$ cat src/phrd_pkg.sv
package phrd_pkg;

  localparam logic signed [31:0] QAlpha   = 32'sd265053169;
  localparam logic signed [31:0] QB0      = 32'sd972187;
  localparam logic signed [31:0] QB1      = 32'sd1944375;
  localparam logic signed [31:0] QB2      = 32'sd972187;
  localparam logic signed [31:0] QNegA1   = 32'sd489275945;
  localparam logic signed [31:0] QNegA2   = -32'sd224729238;
  localparam logic signed [31:0] QDecay   = 32'sd65208;
  localparam logic signed [31:0] QLowFrac = 32'sd19661;
  localparam logic [16:0] BpmNum = 17'd60000;

  localparam logic signed [63:0] RoundHalf = 64'sd134217728;

  function automatic logic signed [31:0] sat32(input logic signed [63:0] v);
    logic signed [63:0] mx;
    logic signed [63:0] mn;
    mx = 64'sd2147483647;
    mn = -64'sd2147483648;
    if (v > mx) begin
      sat32 = 32'sh7fffffff;
    end else if (v < mn) begin
      sat32 = 32'sh80000000;
    end else begin
      sat32 = v[31:0];
    end
  endfunction

endpackage

$ cat src/ppg_heart_rate_detector.sv
// channel  | valid           | stall           | payload
// in       | in_valid_i      | in_stall_o      | adc_sample_i, time_ms_i
// out      | out_valid_o     | out_stall_i     | filtered_sample_o, beat_found_o,
//          |                 |                 | beat_interval_ms_o, beats_per_minute_o
// cfg      | cfg_we_i        | -               | refractory_ms_i
// a sample is processed on one shared 32x32 multiplier; the next sample is accepted only
//   after the sequencer has registered its result and returned to idle
// a beat after the first adds a compare-swap sort (depth five) for the median and
//   a restoring divide, which is skipped when the median is zero
// reset clears all filter, envelope and history state; refractory_ms reads 300
// a finished result sits in the output register; the next sample is accepted
//   while it waits, and the sequencer stalls only if a second result is ready
module ppg_heart_rate_detector #(
  parameter int HISTORY_DEPTH = 5
) (
  input  logic               clk_i,
  input  logic               rst_ni,
  input  logic               in_valid_i,
  output logic               in_stall_o,
  input  logic        [11:0] adc_sample_i,
  input  logic        [31:0] time_ms_i,
  output logic               out_valid_o,
  input  logic               out_stall_i,
  output logic signed [15:0] filtered_sample_o,
  output logic               beat_found_o,
  output logic        [15:0] beat_interval_ms_o,
  output logic        [15:0] beats_per_minute_o,
  input  logic               cfg_we_i,
  input  logic        [15:0] refractory_ms_i
);

  localparam int SlotW = $clog2(HISTORY_DEPTH);
  localparam int MidIdx = HISTORY_DEPTH / 2;

  typedef enum logic [4:0] {
    S_IDLE, S_HP, S_HPW, S_W0, S_W1, S_W2, S_WS, S_L0, S_L1, S_L2, S_LS,
    S_ENV, S_ENVW, S_LOW, S_DET, S_SORT, S_DIV, S_DONE
  } state_e;

  state_e state_q;

  logic        [11:0] adc_q, hp_in_q;
  logic        [31:0] time_q;
  logic signed [31:0] hp_out_q, d0_q, d1_q, w_q;
  logic signed [63:0] lp_q;
  logic        [31:0] env_q, thr_q;
  logic               above_q, seen_q;
  logic        [31:0] last_beat_q;
  logic        [15:0] hist_q [HISTORY_DEPTH];
  logic        [15:0] sort_q [HISTORY_DEPTH];
  logic   [SlotW-1:0] slot_q;
  logic        [15:0] interval_q, bpm_q, refr_q;
  logic        [15:0] sidx_q;
  logic        [16:0] rem_q;
  logic        [15:0] quo_q;
  logic         [4:0] dcnt_q;
  logic               beat_q;

  // shared multiply-accumulate
  logic signed [31:0] ma, mb;
  logic signed [63:0] prod_q, acc_q;

  logic               out_valid_q;
  logic signed [15:0] out_filt_q;
  logic               out_beat_q;
  logic        [15:0] out_int_q, out_bpm_q;

  logic signed [31:0] dadc;
  logic signed [63:0] rnd, filt64;
  logic        [63:0] mag;
  logic        [31:0] since;
  logic        [31:0] low_val;
  logic        [SlotW-1:0] spos;

  assign since = time_q - last_beat_q;
  assign rnd = acc_q + phrd_pkg::RoundHalf;
  assign mag = lp_q[63] ? 64'(-lp_q) : 64'(lp_q);
  assign spos = sidx_q[SlotW-1:0];
  assign low_val = prod_q[47:16];
  assign dadc = 32'($signed({1'b0, adc_q})) - 32'($signed({1'b0, hp_in_q}));

  always_comb begin
    ma = '0;
    mb = '0;
    case (state_q)
      S_HP:  begin ma = phrd_pkg::QAlpha;   mb = hp_out_q; end
      S_HPW: begin ma = phrd_pkg::QAlpha;   mb = dadc; end
      S_W0:  begin ma = phrd_pkg::QNegA1;   mb = d0_q; end
      S_W1:  begin ma = phrd_pkg::QNegA2;   mb = d1_q; end
      S_L0:  begin ma = phrd_pkg::QB0;      mb = w_q;  end
      S_L1:  begin ma = phrd_pkg::QB1;      mb = d0_q; end
      S_L2:  begin ma = phrd_pkg::QB2;      mb = d1_q; end
      S_ENV: begin ma = phrd_pkg::QDecay;   mb = $signed(env_q); end
      S_LOW: begin ma = phrd_pkg::QLowFrac; mb = $signed({1'b0, env_q[31:1]}); end
      default: begin ma = '0; mb = '0; end
    endcase
  end

  assign filt64 = lp_q / 64'sd4096;

  assign in_stall_o = (state_q != S_IDLE);

  always_ff @(posedge clk_i or negedge rst_ni) begin
    if (!rst_ni) begin
      state_q <= S_IDLE;
      refr_q <= 16'd300;
      adc_q <= '0;
      time_q <= '0;
      hp_in_q <= '0;
      hp_out_q <= '0;
      d0_q <= '0;
      d1_q <= '0;
      w_q <= '0;
      lp_q <= '0;
      env_q <= '0;
      thr_q <= '0;
      above_q <= 1'b0;
      seen_q <= 1'b0;
      last_beat_q <= '0;
      for (int i = 0; i < HISTORY_DEPTH; i++) hist_q[i] <= '0;
      for (int i = 0; i < HISTORY_DEPTH; i++) sort_q[i] <= '0;
      slot_q <= '0;
      interval_q <= '0;
      bpm_q <= '0;
      sidx_q <= '0;
      rem_q <= '0;
      quo_q <= '0;
      dcnt_q <= '0;
      beat_q <= 1'b0;
      prod_q <= '0;
      acc_q <= '0;
      out_valid_q <= 1'b0;
      out_filt_q <= '0;
      out_beat_q <= 1'b0;
      out_int_q <= '0;
      out_bpm_q <= '0;
    end else begin
      if (cfg_we_i) refr_q <= refractory_ms_i;
      if (out_valid_q && !out_stall_i && state_q != S_DONE) out_valid_q <= 1'b0;
      prod_q <= ma * mb;
      case (state_q)
        S_IDLE: begin
          if (in_valid_i) begin
            adc_q <= adc_sample_i;
            time_q <= time_ms_i;
            state_q <= S_HP;
          end
        end
        S_HP: begin
          state_q <= S_HPW;
        end
        S_HPW: begin
          acc_q <= prod_q;
          state_q <= S_W0;
        end
        S_W0: begin
          acc_q <= acc_q + (prod_q <<< 12);
          state_q <= S_W1;
        end
        S_W1: begin
          hp_in_q <= adc_q;
          hp_out_q <= phrd_pkg::sat32(rnd >>> 28);
          acc_q <= prod_q;
          state_q <= S_W2;
        end
        S_W2: begin
          acc_q <= acc_q + prod_q + (64'(hp_out_q) <<< 28);
          state_q <= S_WS;
        end
        S_WS: begin
          w_q <= phrd_pkg::sat32(rnd >>> 28);
          state_q <= S_L0;
        end
        S_L0: begin
          state_q <= S_L1;
        end
        S_L1: begin
          acc_q <= prod_q;
          state_q <= S_L2;
        end
        S_L2: begin
          acc_q <= acc_q + prod_q;
          state_q <= S_LS;
        end
        S_LS: begin
          acc_q <= acc_q + prod_q;
          state_q <= S_ENV;
        end
        S_ENV: begin
          lp_q <= rnd >>> 28;
          d1_q <= d0_q;
          d0_q <= w_q;
          state_q <= S_ENVW;
        end
        S_ENVW: begin
          if (mag > 64'(env_q)) begin
            env_q <= (mag > 64'hffffffff) ? 32'hffffffff : mag[31:0];
          end else begin
            env_q <= prod_q[47:16];
          end
          state_q <= S_LOW;
        end
        S_LOW: begin
          thr_q <= env_q >> 1;
          state_q <= S_DET;
        end
        S_DET: begin
          if (lp_q > $signed(64'(thr_q)) && !above_q && (!seen_q || since > 32'(refr_q))) begin
            above_q <= 1'b1;
            beat_q <= 1'b1;
            seen_q <= 1'b1;
            last_beat_q <= time_q;
            if (seen_q) begin
              interval_q <= since[15:0];
              for (int i = 0; i < HISTORY_DEPTH; i++) begin
                sort_q[i] <= (i == int'(slot_q)) ? since[15:0] : hist_q[i];
              end
              hist_q[slot_q] <= since[15:0];
              slot_q <= (int'(slot_q) == HISTORY_DEPTH - 1) ? '0 : slot_q + 1'b1;
              sidx_q <= '0;
              state_q <= S_SORT;
            end else begin
              state_q <= S_DONE;
            end
          end else begin
            beat_q <= 1'b0;
            state_q <= S_DONE;
            if (lp_q < $signed(64'(low_val))) above_q <= 1'b0;
          end
        end
        S_SORT: begin
          // one compare-swap per cycle, bubble passes until the median is placed
          if (sort_q[spos] > sort_q[spos + 1'b1]) begin
            sort_q[spos] <= sort_q[spos + 1'b1];
            sort_q[spos + 1'b1] <= sort_q[spos];
          end
          if (int'(sidx_q) >= HISTORY_DEPTH * (HISTORY_DEPTH - 1) - 1) begin
            rem_q <= '0;
            quo_q <= '0;
            dcnt_q <= '0;
            state_q <= S_DIV;
          end
          sidx_q <= (int'(spos) == HISTORY_DEPTH - 2) ?
                    ((sidx_q & ~16'(2**SlotW - 1)) + 16'(2**SlotW)) : sidx_q + 1'b1;
        end
        S_DIV: begin
          // restoring divide of 60000 by the median, one bit per cycle
          if (sort_q[MidIdx] == '0) begin
            state_q <= S_DONE;
          end else begin
            dcnt_q <= dcnt_q + 1'b1;
            if (dcnt_q == 5'd16) begin
              bpm_q <= quo_q;
              state_q <= S_DONE;
            end else begin
              if (({rem_q[15:0], phrd_pkg::BpmNum[15 - dcnt_q[3:0]]}) >= 17'(sort_q[MidIdx])) begin
                rem_q <= {rem_q[15:0], phrd_pkg::BpmNum[15 - dcnt_q[3:0]]} - 17'(sort_q[MidIdx]);
                quo_q <= {quo_q[14:0], 1'b1};
              end else begin
                rem_q <= {rem_q[15:0], phrd_pkg::BpmNum[15 - dcnt_q[3:0]]};
                quo_q <= {quo_q[14:0], 1'b0};
              end
            end
          end
        end
        S_DONE: begin
          if (!out_valid_q || !out_stall_i) begin
            out_valid_q <= 1'b1;
            out_filt_q <= (filt64 > 64'sd32767) ? 16'sh7fff :
                          (filt64 < -64'sd32768) ? 16'sh8000 : filt64[15:0];
            out_beat_q <= beat_q;
            out_int_q <= interval_q;
            out_bpm_q <= bpm_q;
            state_q <= S_IDLE;
          end
        end
        default: state_q <= S_IDLE;
      endcase
    end
  end

  assign out_valid_o = out_valid_q;
  assign filtered_sample_o = out_filt_q;
  assign beat_found_o = out_beat_q;
  assign beat_interval_ms_o = out_int_q;
  assign beats_per_minute_o = out_bpm_q;

`ifndef SYNTHESIS
  a_stall_busy: assert property (@(posedge clk_i) disable iff (!rst_ni)
    (state_q != S_IDLE) |-> in_stall_o) else $error("accepting while busy");
  a_beat_arms: assert property (@(posedge clk_i) disable iff (!rst_ni)
    (out_valid_q && out_beat_q && $rose(out_valid_q)) |-> above_q)
    else $error("beat without arming");
  a_seen_sticky: assert property (@(posedge clk_i) disable iff (!rst_ni)
    $past(seen_q) |-> seen_q) else $error("beat_seen cleared");
`endif

endmodule
$ cat config.mk
export PLATFORM = sky130hd
export DESIGN_NAME = ppg_heart_rate_detector
export DESIGN_NICKNAME = d
export VERILOG_FILES = /design/src/phrd_pkg.sv /design/src/ppg_heart_rate_detector.sv
export SDC_FILE = /design/constraint.sdc
export NUM_CORES = 2
export LEC_CHECK = 0
export BUFFER_PORTS_ARGS = -buffer_cell sky130_fd_sc_hd__clkbuf_2
export CELL_PAD_IN_SITES_DETAIL_PLACEMENT = 1
export CELL_PAD_IN_SITES_GLOBAL_PLACEMENT = 2
export CORE_ASPECT_RATIO = 0.75
export CORE_MARGIN = 8
export CORE_UTILIZATION = 45
export DETAILED_ROUTE_END_ITERATION = 10
export MAX_ROUTING_LAYER = met4
export PLACE_DENSITY = 0.92
export SYNTH_ARGS = -nofsm -noshare
export SYNTH_HDL_FRONTEND = slang
export SYNTH_SLANG_ARGS = --single-unit
$ cat constraint.sdc
create_clock -name clk_i -period 24.6 [get_ports clk_i]
set_clock_uncertainty 0.2 [all_clocks]
set_input_delay 0 -clock clk_i [delete_from_list [all_inputs] [get_ports clk_i]]
set_output_delay 0 -clock clk_i [all_outputs]
set_load 0.005 [all_outputs]
* Yosys cells after proc, flatten, opt, wreduce, memory -nomap -nowiden
Memories as Yosys holds them, arrays and structs flattened.
Index checks and enable logic that the tools add are counted.
** Storage, ports and cells
- ROM bits :: 32
- Bits in registers :: 765
- Input bits :: 65
- Memories kept :: 1
** Memory list
- (name not given) :: depth 32, width 1, read ports 1, clocked after Yosys merged registers in 0, write ports 0, RTL line ppg_heart_rate_detector.sv:260 : rem_q <= {rem_q[15:0], phrd_pkg::BpmNum[15 - dcnt_q[3:0]]};
** Operators by class
- Multiplexer cells :: 67
- Bitwise operators :: 5
- Add/subtract/negate cells :: 15
- $lt $le $gt $ge :: 19
- Equal/unequal tests :: 34
- Multipliers :: 1
- Reductions and logical operators :: 39
** Operator list (count)
- case mux 32 bit (7 select lines) :: 2
- 2-to-1 mux 16 bit :: 24
- case mux 64 bit (4 select lines) :: 1
- bitwise mux 80 bit :: 3
- 2-to-1 mux 80 bit :: 3
- case mux 80 bit (2 select lines) :: 1
- demux 16 bit (select 3 bit) :: 3
- adder 64 bit :: 2
- 2-to-1 mux 32 bit :: 4
- binary-select mux 16 bit (select 3 bit) :: 2
- case mux 16 bit (2 select lines) :: 3
- case mux 5 bit (18 select lines) :: 1
- adder 64 x 1 -> 64 bit :: 1
- adder 64 x 29 -> 64 bit, second input constant :: 1
- adder 64 x 60 -> 64 bit :: 1
- > comparator 64 x 16 -> 1 bit, second input constant :: 1
- > comparator 64 x 32 -> 1 bit :: 1
- > comparator 64 x 32 -> 1 bit, second input constant :: 1
- < comparator 64 x 16 -> 1 bit, second input constant :: 1
- multiplier 32 x 32 -> 64 bit :: 1
- 2-to-1 mux 64 bit :: 1
- negator 36 -> 64 bit :: 1
- 2-to-1 mux 5 bit :: 9
- equality test 5 x 4 -> 1 bit, second input constant :: 8
- 50 further kinds :: 104

* Logic depth before layout (Yosys ltp)
- Word-level depth :: 9
- Mapped depth :: 46
- Depth with buffers taken out :: 43

* Worst setup path before layout
No wires, ideal clock.
- Path type :: register to register
- Start :: reg adc_q[0]
- End :: reg prod_q[62]
- Cell stages (with the launch flop) :: 43
- Slack :: 13.845 ns
- Arrival time :: 10.475 ns
- Buffers on the path :: 3
- Cell sequence :: dfrtp_1 inv_1 ha_1 inv_1 fa_1 a21o_1 a21oi_1 o21ai_0 a21oi_1 o21ai_0 a21oi_1 o21bai_1 nand2_1 a31o_2 clkbuf_1 a2111oi_0 clkbuf_1 nor2_1 [... 7 more ...] fa_1 fa_1 inv_1 fa_1 inv_1 ha_1 clkbuf_1 and3_1 nor2b_1 nand3_1 a2111oi_0 o21ai_0 a211oi_1 o31ai_1 a2111oi_0 nor2_1 o21ai_0 xor2_1
** On the way
- Cells in the longest elaborated chain, start to end :: 3
** RTL lines
- start, declared :: RTL line ppg_heart_rate_detector.sv:42 : logic [11:0] adc_q, hp_in_q;
- start signal, assigned :: RTL line ppg_heart_rate_detector.sv:144 : adc_q <= adc_sample_i;
- subtractor 12 x 12 -> 13 bit :: RTL line ppg_heart_rate_detector.sv:80 : assign dadc = 32'($signed({1'b0, adc_q})) - 32'($signed({1'b0, hp_in_q}));
- case mux 32 bit (7 select lines) :: RTL line ppg_heart_rate_detector.sv:85 : case (state_q)
- multiplier 32 x 32 -> 64 bit :: RTL line ppg_heart_rate_detector.sv:140 : prod_q <= ma * mb;
- end signal, assigned :: RTL line ppg_heart_rate_detector.sv:140
- end, declared :: RTL line ppg_heart_rate_detector.sv:61 : logic signed [63:0] prod_q, acc_q;
Every way passes these cells.
A chain may end at the register's enable or synchronous reset.

* Worst setup path after layout
- Start :: reg state_q[3]
- End :: reg prod_q[61]
** On the way
- Cells in the longest elaborated chain, start to end :: 4
- Elaborated cells on any way between the ends :: 16
- Those cells by class :: mul (1); eq/ne (9); mux (2); reduce/logical (4)
** RTL lines
- start, declared :: RTL line ppg_heart_rate_detector.sv:40 : state_e state_q;
- start signal, assigned :: RTL line ppg_heart_rate_detector.sv:105 : state_q <= S_IDLE;
- start signal, assigned :: RTL line ppg_heart_rate_detector.sv:146 : state_q <= S_HP;
- start signal, assigned :: RTL line ppg_heart_rate_detector.sv:150 : state_q <= S_HPW;
- equality test 5 x 4 -> 1 bit (tied with other cells) :: RTL line ppg_heart_rate_detector.sv:85
- OR reduction 2 bit (no line)
- case mux 32 bit (7 select lines) :: RTL line ppg_heart_rate_detector.sv:85
- multiplier 32 x 32 -> 64 bit (*) :: RTL line ppg_heart_rate_detector.sv:140
Mark *: on every way between the ends. The rest lies on a longest branch, timed or not.

==> metrics.cfg <==
[setup_path]
startpoint_type = flip-flop
cp.arrival_ns = 13.81
crit_fanout = 32
slowest_delay_ns = 1.02
crit_required_ns = 24.97
endpoint_kind = flip-flop
critPathSlowestCell = dfrtp_1
crit_top_cell = fa_1
crit_type = flip-flop to flip-flop

[logic_synthesis]
ys_async_sr_fraction_pct = 100
synth_top_area_share_pct = 24.4
ys_ff_latch = 765
synth_nets = 11300
synth_top_area_cell = fa_1
ys_warn_count = 0
yosys_most_used_dff = dfrtp_1
netlist_area_um2 = 85400
synth.avg_cell_area_um2 = 8.89
yosysUniqueCellTypes = 100
synthTopCellsByArea = fa_1 24%, dfrtp_1 22%, ha_1 7.9%
synthCells = 9608
synth_edf_count = 0
yosysSeqAreaShare_pct = 22.4

[timing]
worstMarginPinSlew_ns = 1.35
finalSetupTns_ns = 0
relSlewSlack_pct = 8.87
setup_viol = 0
fin_crit_sh_pct = 54.6
rsz0062_at_grt = no
finalMaxSlewViolations = 0
min_period_ns = 13.43
max_freq_mhz = 74.4
hold_viol = 0

[die]
die_area_um2 = 204000
fp-row-count = 138
die_x_um = 519
start_util_pct = 45.3
die_h_um = 393
fp.coreArea_um2 = 189000
ios = 116

[drt]
routed_via_density = 6.02
vias = 73800
dr.pass1.iters = 8
routed_wl_um = 332000
routedWlPerCell_um = 27.1
drt_iter0_markers = 6685
postRouteAntennaNets = 0
drc_errors = 0

[clock_network]
clk_latency_ns = 0.72
htreeDepth = 3
clock_sinks = 765
cts_tree = built
clockBufferDepth = 3
path_clk_slew_ns = 0.06
cts-buffers-inserted = 81
root_buffer = clkbuf_16

[outcome]
status = completed

[final_layout]
regArea_um2 = 19100
fillers = 21800
syn_to_final_growth_pct = 9.31
multi_input_area_um2 = 59300
finalNetCount = 11300
drive_gt1_share_pct = 8.45

[place]
port_buffers = 115
dp_hpwl_um = 256000
place_congestion = 0.981

[global_routing]
grt_pass1_wl_um = 504000
grt_util_met2_pct = 48.5
grt_usage_pct = 32.9
grt_start_max_net_pins = 168
busiest_layer = met2
overflow = 0
grt.met3_usage_pct = 6.88
antenna_found_initial = 11
use_met1_pct = 45.9
first_global_vias = 78700

[run]
drv_cap = 0

[min_path]
hold_class = input port to flip-flop

synth_stat cells, drive strengths merged (15+ instances only):
master,count
and3,45
fa,1041
dfrtp,761
nor2b,53
nor4,41
a2111oi,26
a21o,161
o31ai,32
ha,541
and2,52
o21bai,43
xor2,119
clkbuf,395
a31oi,42
mux2,227
o22a,16
mux2i,113
nor2,800
or4,18
and4,17
o211ai,51
o21ai,575
a22oi,80
mux4,32
nand4,90
nor3,87
buf,72
a21oi,466
nand2,1227
o21a,51
or3,30
nand3,124
o22ai,84
o221ai,28
a211oi,47
inv,1459
or2,44
xnor2,200
nand2b,91
a221oi,51
a21boi,15
registers in the layout (all words and copies together) (netlist names), 31 cells and up:
signal and flops:
lp_q 36, sort_q 80, thr_q 31, d1_q 32
env_q 32, d0_q 32, time_q 32, acc_q 64
prod_q 64, hist_q 80, last_beat_q 32, hp_out_q 32
w_q 32
logic make-up after synthesis:
family | synth area share, %
DFF | 22.4
adders and majority gates | 32.3
buffers and inverters | 8.63
AOI/OAI and AO/OA | 13.9
xor gates and xnor gates | 3.30
muxes | 5.33
and+or+nand+nor | 14.1
per-layer routing:
layer,routed length (µm),share of wire (%),vias up
met5,0,0,-
met4,11900,3.6,0
met3,28300,8.5,710
met2,146000,44,2987
met1,147000,44,38400
li1,-,-,31700
worst max-delay path: cells and delay by family (launching register included):
family                   cells  cell delay, ns
XOR/XNOR                     1            0.12
AO/OA/AOI/OAI                8            3.34
buffers and inverters        6            1.58
adder cells (fa/ha/maj)      9            5.10
flip-flops                   1            1.02
AND/OR/NAND/NOR              8            1.88
metrics by stage:
| stage | hold WS (ns) | std cells | setup WS [ns] | utilization [%] | instance area, µm² |
|---|---|---|---|---|---|
| final | 0.110 | 12300 | 11.17 | 49.5 | 93400 |
| after global routing | 0.0734 | 12300 | 10.40 | 49.5 | 93400 |
| after CTS | 0.0710 | 12300 | 11.25 | 49.5 | 93400 |
| after detailed placement | -0.112 | 11900 | 11.33 | 47.2 | 89000 |
| after global placement | -0.106 | 11900 | 11.72 | 47.2 | 89000 |
| after floorplan | -0.496 | 9608 | 13.85 | - | 85400 |
layout by cell type (no fill, tap or decap), drive strengths merged, types with 28 or more instances in the layout:
master and instances:
buf 175, xor2 119, or2 44, and3 45, dfrtp 761, nand2 1227, nor2 800, nor3 87
a211oi 47, and2 52, a31oi 42, dlygate4sd3 155, a221oi 51, mux4 32, o31ai 32, nand2b 91
nor4 41, o21bai 43, a21oi 466, clkbuf 225, a21o 161, ha 541, nor2b 53, o22ai 84
mux2i 113, o221ai 28, or3 30, fa 1041, o21ai 575, nand4 90, xnor2 200, o211ai 51
o21a 51, inv 1465, mux2 227, nand3 124, a22oi 80
worst paths after layout:
| path | startpoint | to | slack [ns] | cells past startpoint |
|---|---|---|---|---|
| max | state_q[3]$_DFFE_PN0P_ | prod_q[61]$_DFF_PN0_ | 11.17 | 32 |
| min reg2reg | bpm_q[11]$_DFFE_PN0P_ | beats_per_minute_o[11]$_DFFE_PN0P_ | 0.27 | 2 |
| max reg2reg | state_q[3]$_DFFE_PN0P_ | prod_q[61]$_DFF_PN0_ | 11.17 | 32 |
| max in group asynchronous | rst_ni | beat_interval_ms_o[10]$_DFFE_PN0P_ | 21.24 | 6 |
| min in group asynchronous | rst_ni | refr_q[8]$_DFFE_PN1P_ | 0.25 | 3 |
| min | adc_sample_i[0] | adc_q[0]$_DFFE_PN0P_ | 0.11 | 3 |
repair_timing:
| item | CTS | global route |
|---|---|---|
| hold buffers | 156 | 0 |
| gates resized for setup | 0 | 0 |
| buffers inserted | 0 | 0 |
| hold endpoints to repair | 273 | 0 |
area by class of cell:
type / instances / area share (%)
Antenna cell: 13 / 0.0348
Clock buffer: 111 / 2.43
Multi-Input combinational cell: 6915 / 63.5
Inverter: 1461 / 5.87
Tap cell: 2520 / 3.38
Timing Repair Buffer: 444 / 3.73
Clock inverter: 38 / 0.537
Sequential cell: 765 / 20.5
Power is left out: the tool's default activity adds up to more than one toggle a clock period on the data nets, which glitch-free logic cannot reach.
